File: config.mk
export PLATFORM = sky130hd
export DESIGN_NAME = ncau_cell
export DESIGN_NICKNAME = d
export VERILOG_FILES = /design/src/hw/rtl/ncau_pkg.sv /design/src/hw/rtl/ncau_cell.sv
export VERILOG_INCLUDE_DIRS = /design/src /design/src/hw/rtl
export SDC_FILE = /design/constraint.sdc
export NUM_CORES = 1
export LEC_CHECK = 0
export BUFFER_PORTS_ARGS = -buffer_cell sky130_fd_sc_hd__buf_2
export CAP_MARGIN = 20
export CELL_PAD_IN_SITES_DETAIL_PLACEMENT = 2
export CELL_PAD_IN_SITES_GLOBAL_PLACEMENT = 2
export CORE_ASPECT_RATIO = 1.4
export CORE_MARGIN = 1
export CORE_UTILIZATION = 45
export CTS_CLUSTER_SIZE = 12
export DETAILED_ROUTE_END_ITERATION = 10
export GPL_ROUTABILITY_DRIVEN = 1
export PLACE_DENSITY = 0.88
export SYNTH_ARGS = -nofsm -noshare
export SYNTH_HDL_FRONTEND = slang
export SYNTH_SLANG_ARGS = --single-unit
File: constraint.sdc
create_clock -name aclk -period 10.04 [get_ports aclk]
set_input_delay 0 -clock aclk [delete_from_list [all_inputs] [get_ports aclk]]
set_output_delay 0 -clock aclk [all_outputs]
set_load 0.02 [all_outputs]
File: src/hw/rtl/nearest_centroid_assign_unit_defines.svh
// assertion macros shared by the nearest centroid assignment rtl
`ifndef NEAREST_CENTROID_ASSIGN_UNIT_DEFINES_SVH
`define NEAREST_CENTROID_ASSIGN_UNIT_DEFINES_SVH

// same-cycle implication, checked while out of reset
`define NCA_ASSERT_NOW(lbl, clk, rst_n, ante, cons, msg) \
    lbl: assert property (@(posedge clk) disable iff (!(rst_n)) (ante) |-> (cons)) \
        else $error(msg);

// next-cycle implication, checked while out of reset
`define NCA_ASSERT_NEXT(lbl, clk, rst_n, ante, cons, msg) \
    lbl: assert property (@(posedge clk) disable iff (!(rst_n)) (ante) |=> (cons)) \
        else $error(msg);

`endif

File: src/hw/rtl/ncau_pkg.sv
// shared types and constants for the nearest centroid assignment unit
`timescale 1ns / 1ps

package ncau_pkg;

    localparam int LABEL_W   = 4;
    localparam int CLUSTER_W = 4;
    localparam int FEATURE_W = 4;
    localparam int ACTIVE_W  = 5;
    localparam int DIST_W    = 36;

    localparam logic [ACTIVE_W-1:0] ACTIVE_RESET = 5'd16;
    localparam logic [DIST_W-1:0]   DIST_MAX     = {DIST_W{1'b1}};

    // action codes
    localparam logic ACT_LOAD   = 1'b0;
    localparam logic ACT_SAMPLE = 1'b1;

    // control part of one beat as it moves down the chain
    typedef struct packed {
        logic                 valid;
        logic                 action;
        logic [CLUSTER_W-1:0] cluster;
        logic [FEATURE_W-1:0] feature;
        logic                 last;
        logic [ACTIVE_W-1:0]  active;
    } beat_ctl_t;

    // best candidate found so far by the cells upstream
    typedef struct packed {
        logic [LABEL_W-1:0] label;
        logic [DIST_W-1:0]  distance;
    } best_t;

    // saturating add of two distances
    function automatic logic [DIST_W-1:0] sat_add(input logic [DIST_W-1:0] a,
                                                  input logic [DIST_W-1:0] b);
        logic [DIST_W:0] s;
        s = {1'b0, a} + {1'b0, b};
        return s[DIST_W] ? DIST_MAX : s[DIST_W-1:0];
    endfunction

endpackage

File: src/hw/rtl/ncau_cell.sv
// one cluster cell: centroid store, squared difference and running distance
`timescale 1ns / 1ps
`include "nearest_centroid_assign_unit_defines.svh"

module ncau_cell #(
    parameter int VALUE_BITS   = 16,
    parameter int MAX_FEATURES = 16,
    parameter int CELL_IDX     = 0
) (
    input  logic                         aclk,
    input  logic                         aresetn,
    input  logic                         en,
    input  ncau_pkg::beat_ctl_t          in_ctl,
    input  logic signed [VALUE_BITS-1:0] in_value,
    input  ncau_pkg::best_t              in_best,
    output ncau_pkg::beat_ctl_t          out_ctl,
    output logic signed [VALUE_BITS-1:0] out_value,
    output ncau_pkg::best_t              out_best
);

    localparam int FA = (MAX_FEATURES > 1) ? $clog2(MAX_FEATURES) : 1;

    logic signed [VALUE_BITS-1:0] comp_mem [MAX_FEATURES];

    logic [7:0]    feat_ext;
    logic [FA-1:0] mem_addr;
    logic          feat_ok;
    logic          cell_active;
    logic          load_hit;

    ncau_pkg::beat_ctl_t          ctl1_reg, ctl2_reg, ctl3_reg;
    logic signed [VALUE_BITS-1:0] val1_reg, val2_reg, val3_reg;
    ncau_pkg::best_t              best1_reg, best2_reg, best3_reg, best3_next;
    logic signed [VALUE_BITS-1:0] rd1_reg;
    logic                         take1_reg, take2_reg;
    logic [ncau_pkg::DIST_W-1:0]  sq2_reg;
    logic [ncau_pkg::DIST_W-1:0]  acc_reg, acc_next;
    logic [ncau_pkg::DIST_W-1:0]  sum;

    logic signed [VALUE_BITS:0] diff;
    logic [VALUE_BITS:0]        mag;
    logic [33:0]                mag_ext;
    logic [17:0]                mag_lo;
    logic [35:0]                prod;
    logic [ncau_pkg::DIST_W-1:0] sq;

    function automatic logic cell_active_on_last(input ncau_pkg::beat_ctl_t c);
        return (CELL_IDX == 0) || ({4'd0, c.active} > 9'(CELL_IDX));
    endfunction

    // address decode and membership of this cell
    assign feat_ext    = 8'(in_ctl.feature);
    assign mem_addr    = feat_ext[FA-1:0];
    assign feat_ok     = 9'(in_ctl.feature) < 9'(MAX_FEATURES);
    assign cell_active = (CELL_IDX == 0) || ({4'd0, in_ctl.active} > 9'(CELL_IDX));
    assign load_hit    = in_ctl.valid && (in_ctl.action == ncau_pkg::ACT_LOAD)
                         && (9'(in_ctl.cluster) == 9'(CELL_IDX)) && feat_ok;

    // centroid store: write on a matching load, registered read
    always_ff @(posedge aclk) begin
        if (en) begin
            if (load_hit) begin
                comp_mem[mem_addr] <= in_value;
            end
            rd1_reg <= comp_mem[mem_addr];
        end
    end

    // stage 1: beat captured alongside the component read
    always_ff @(posedge aclk) begin
        if (!aresetn) begin
            ctl1_reg.valid <= 1'b0;
        end else if (en) begin
            ctl1_reg <= in_ctl;
        end
    end

    always_ff @(posedge aclk) begin
        if (en) begin
            val1_reg  <= in_value;
            best1_reg <= in_best;
            take1_reg <= in_ctl.valid && (in_ctl.action == ncau_pkg::ACT_SAMPLE)
                         && feat_ok && cell_active;
        end
    end

    // squared difference, saturated to the distance range
    always_comb begin
        diff    = (VALUE_BITS+1)'(val1_reg) - (VALUE_BITS+1)'(rd1_reg);
        mag     = diff[VALUE_BITS] ? (VALUE_BITS+1)'(-diff) : (VALUE_BITS+1)'(diff);
        mag_ext = 34'(mag);
        mag_lo  = mag_ext[17:0];
        prod    = mag_lo * mag_lo;
        sq      = (mag_ext > 34'h3FFFF) ? ncau_pkg::DIST_MAX : prod;
    end

    // stage 2: square registered
    always_ff @(posedge aclk) begin
        if (!aresetn) begin
            ctl2_reg.valid <= 1'b0;
        end else if (en) begin
            ctl2_reg <= ctl1_reg;
        end
    end

    always_ff @(posedge aclk) begin
        if (en) begin
            val2_reg  <= val1_reg;
            best2_reg <= best1_reg;
            take2_reg <= take1_reg;
            sq2_reg   <= take1_reg ? sq : '0;
        end
    end

    // accumulate, compare against upstream best, clear at end of sample
    always_comb begin
        sum        = ncau_pkg::sat_add(acc_reg, sq2_reg);
        acc_next   = acc_reg;
        best3_next = best2_reg;
        if (ctl2_reg.valid && (ctl2_reg.action == ncau_pkg::ACT_SAMPLE)) begin
            if (ctl2_reg.last) begin
                acc_next = '0;
                if (cell_active_on_last(ctl2_reg) && (sum < best2_reg.distance)) begin
                    best3_next.label    = ncau_pkg::LABEL_W'(CELL_IDX);
                    best3_next.distance = sum;
                end
            end else begin
                acc_next = sum;
            end
        end
    end

    // stage 3: running distance and hand-off to the next cell
    always_ff @(posedge aclk) begin
        if (!aresetn) begin
            ctl3_reg.valid <= 1'b0;
            acc_reg        <= '0;
        end else if (en) begin
            ctl3_reg <= ctl2_reg;
            acc_reg  <= acc_next;
        end
    end

    always_ff @(posedge aclk) begin
        if (en) begin
            val3_reg  <= val2_reg;
            best3_reg <= best3_next;
        end
    end

    assign out_ctl   = ctl3_reg;
    assign out_value = val3_reg;
    assign out_best  = best3_reg;

    // a finished sample leaves the running distance cleared
    `NCA_ASSERT_NEXT(a_acc_clear, aclk, aresetn,
        en && ctl2_reg.valid && (ctl2_reg.action == ncau_pkg::ACT_SAMPLE) && ctl2_reg.last,
        acc_reg == '0, "running distance not cleared after last feature")
    // the best distance handed on never grows
    `NCA_ASSERT_NEXT(a_best_mono, aclk, aresetn, en && ctl2_reg.valid,
        best3_reg.distance <= $past(best2_reg.distance), "best distance increased in cell")
    // a square only enters for a sample beat this cell takes part in
    `NCA_ASSERT_NOW(a_sq_gate, aclk, aresetn, !take2_reg, sq2_reg == '0,
        "square present without contributing beat")

endmodule

==> impl_metrics.tcl <==
set metrics [dict create \
    cp_slowest_stage_delay_ns 0.54 \
    first_iter_violations 1222 \
    worstPathArrival_ns 10.12 \
    post_drt_wl_per_cell_um 28.8 \
    clk_path_buf_depth 3 \
    layout_common_cells "edfxtp_1, inv_1, fa_1, ha_1, buf_2" \
    die_y_um 316 \
    hp-class "in -> reg" \
    ys_warn_count 0 \
    grt_start_max_net_pins 84 \
    fmax_mhz 102 \
    synth_area_leader_cell "edfxtp_1" \
    worst_skew_pair.late_latency_ns 0.65 \
    startpoint_type "flip-flop" \
    area_delta_synth_final_pct 14.5 \
    grt_use_total_pct 29.1 \
    core-area_sq_um 69500 \
    synth_edf_count 519 \
    dieArea_sq_um 71600 \
    gp_congestion 0.898 \
    cpMaxStageDelayCell "fa_1" \
    ys.flop_type "edfxtp_1" \
    worst_pin_slew_ns 1.15 \
    period_share_pct 97.3 \
    drtAntennaViolNets 0 \
    ys_seq_elements 558 \
    drtPass1Iterations 5 \
    path_max_fanout 7 \
    layout-drive-gt1-share_pct 17.0 \
    final_cell_area_sq_um 36400 \
    fin_skew_ns 0.0360 \
    finalNonFillerCells 3585 \
    clkTransAtPathRegs_ns 0.06 \
    final_common_cell "edfxtp_1" \
    regMostFlops "comp_mem" \
    worst_hold_slack_ns 0.0422 \
    regArea_sq_um 16400 \
    num_io_pins 147 \
    pre_cts_ws_ns 0.0478 \
    end_kind "flip-flop" \
    run_status "completed" \
    grt_remaining_overflow 0 \
    cap_violations 0 \
    cts_buffers 57 \
    dpl_cell_area_sq_um 33800 \
    synth.area.top_cells "edfxtp_1, fa_1, ha_1, mux4_2, inv_1" \
    finalHoldViolations 0 \
    viasPerCell 5.73 \
    finalSetupViolCount 0 \
    ys_seq_area_share_pct 51.5 \
    portBuffers 146 \
    fin_ws_ns 0.274 \
    rows 114 \
    grt_setup_unrepaired "yes" \
    synthesis.area_sq_um 31800 \
    dieWidth_um 226 \
    maxSlewViolCount 0 \
    slew-limit-headroom_pct 23.1 \
    async_flop_share_pct 0 \
    initial_core_util_pct 45.7 \
    root_buffer "clkbuf_16" \
    cpMostUsedCell "fa_1" \
    period_needed_ns 9.77 \
    cts_tree "built" \
    yosys.area.top_type_share_pct 49.1 \
    place_inst 3414 \
    synth.distinct_cells 93 \
    avgSynthCellArea_sq_um 13.5 \
    postRouteWirelength_um 103000 \
    route.detailed.drc 0 \
    syn_inst 2350 \
    nets 3079 \
    fillers 6426 \
    antenna_found_initial 1 \
    grt_pass1_vias 24400 \
    grt_pass1_wl_um 153000 \
    largest_reg_flops 256 \
    h-tree-depth 2 \
    cp_data_required_time_ns 10.39 \
    cts_sinks 558 \
    dp_hpwl_um 70400 \
    vias 20500 \
    multi_input_area_sq_um 13900 \
    path_class "reg -> reg" \
]
[synth_stat cells, types with 12 or more instances]
master    number
edfxtp_1     519
inv_1        355
fa_1         193
ha_1         191
nor2_1       130
nand2_1      112
a21oi_1       82
mux4_2        80
a21o_1        50
nand3_1       49
o21ai_0       47
xnor2_1       47
clkbuf_1      43
dfxtp_1       39
and2_1        34
mux2_2        34
nand2b_1      31
xor2_1        29
a22oi_1       23
nor3_1        19
buf_2         15
and3_1        14
nor2b_1       12
[logic make-up after synthesis]
logic type	share of synthesized area [%]
xor gates and xnor gates	2.25
AOI/OAI and AO/OA	6.90
and+or+nand+nor	7.33
DFF	51.5
muxes	7.17
buffers and inverters	5.10
other	0.0237
adders and majority gates	19.7
[cell type report]
cell class / count / area share, %
multi-input cells: 1378 / 38.3
clock buffers: 73 / 4.17
clock inverters: 22 / 0.482
repair buffers: 265 / 5.08
flip-flops and latches: 558 / 45.0
well taps: 928 / 3.19
diodes: 1 / 0.00688
inverters: 360 / 3.74
[per-stage QoR]
step                      util, %  setup TNS [ns]
after floorplan                 -               0
after global placement       48.7               0
after detailed placement     48.7               0
after CTS                    52.2               0
after global routing         52.3          -0.159
final                        52.3               0
[final timing paths]
kind / depth (start not counted) / slack, ns / to / start
worst min-delay path: 1 / 0.04 / ctl1_reg[7]$_DFFE_PP_ / in_ctl[7]
worst max register to register: 32 / 0.27 / sq2_reg[32]$_SDFFCE_PN0P_ / val1_reg[7]$_DFFE_PP_
worst max-delay path: 32 / 0.27 / sq2_reg[32]$_SDFFCE_PN0P_ / val1_reg[7]$_DFFE_PP_
worst min register to register: 0 / 0.42 / best2_reg[33]$_DFFE_PP_ / best1_reg[33]$_DFFE_PP_
[critical path: cells and delay by family (launching register included)]
kind | cells | cell delay (ns)
multiplexers | 1 | 0.22
AO/OA/AOI/OAI | 10 | 2.41
flip-flops | 1 | 0.43
XOR/XNOR | 1 | 0.38
AND/OR/NAND/NOR | 6 | 1.54
buffers and inverters | 6 | 0.60
adder cells (fa/ha/maj) | 8 | 3.89
[what timing repair did]
| item | 4_1_cts | 5_1_grt |
|---|---|---|
| hold endpoints to repair | 405 | 0 |
| setup endpoints to repair | 1 | 7 |
| buffers inserted | 0 | 2 |
| hold buffers | 71 | 0 |
| pin swaps | 0 | 1 |
| resized for setup | 2 | 14 |
[layer usage]
metal  vias up  part of all wire [%]  global-route usage (%)
li1       8838                     -                       -
met1     10600                    33                    28.5
met2       726                    56                    57.3
met3       330                   3.9                    3.53
met4         0                   6.6                    17.7
met5         -                     0                       0
Power is not shown: default switching activity piles up to over one toggle a cycle in this logic, so the estimate is an artifact.
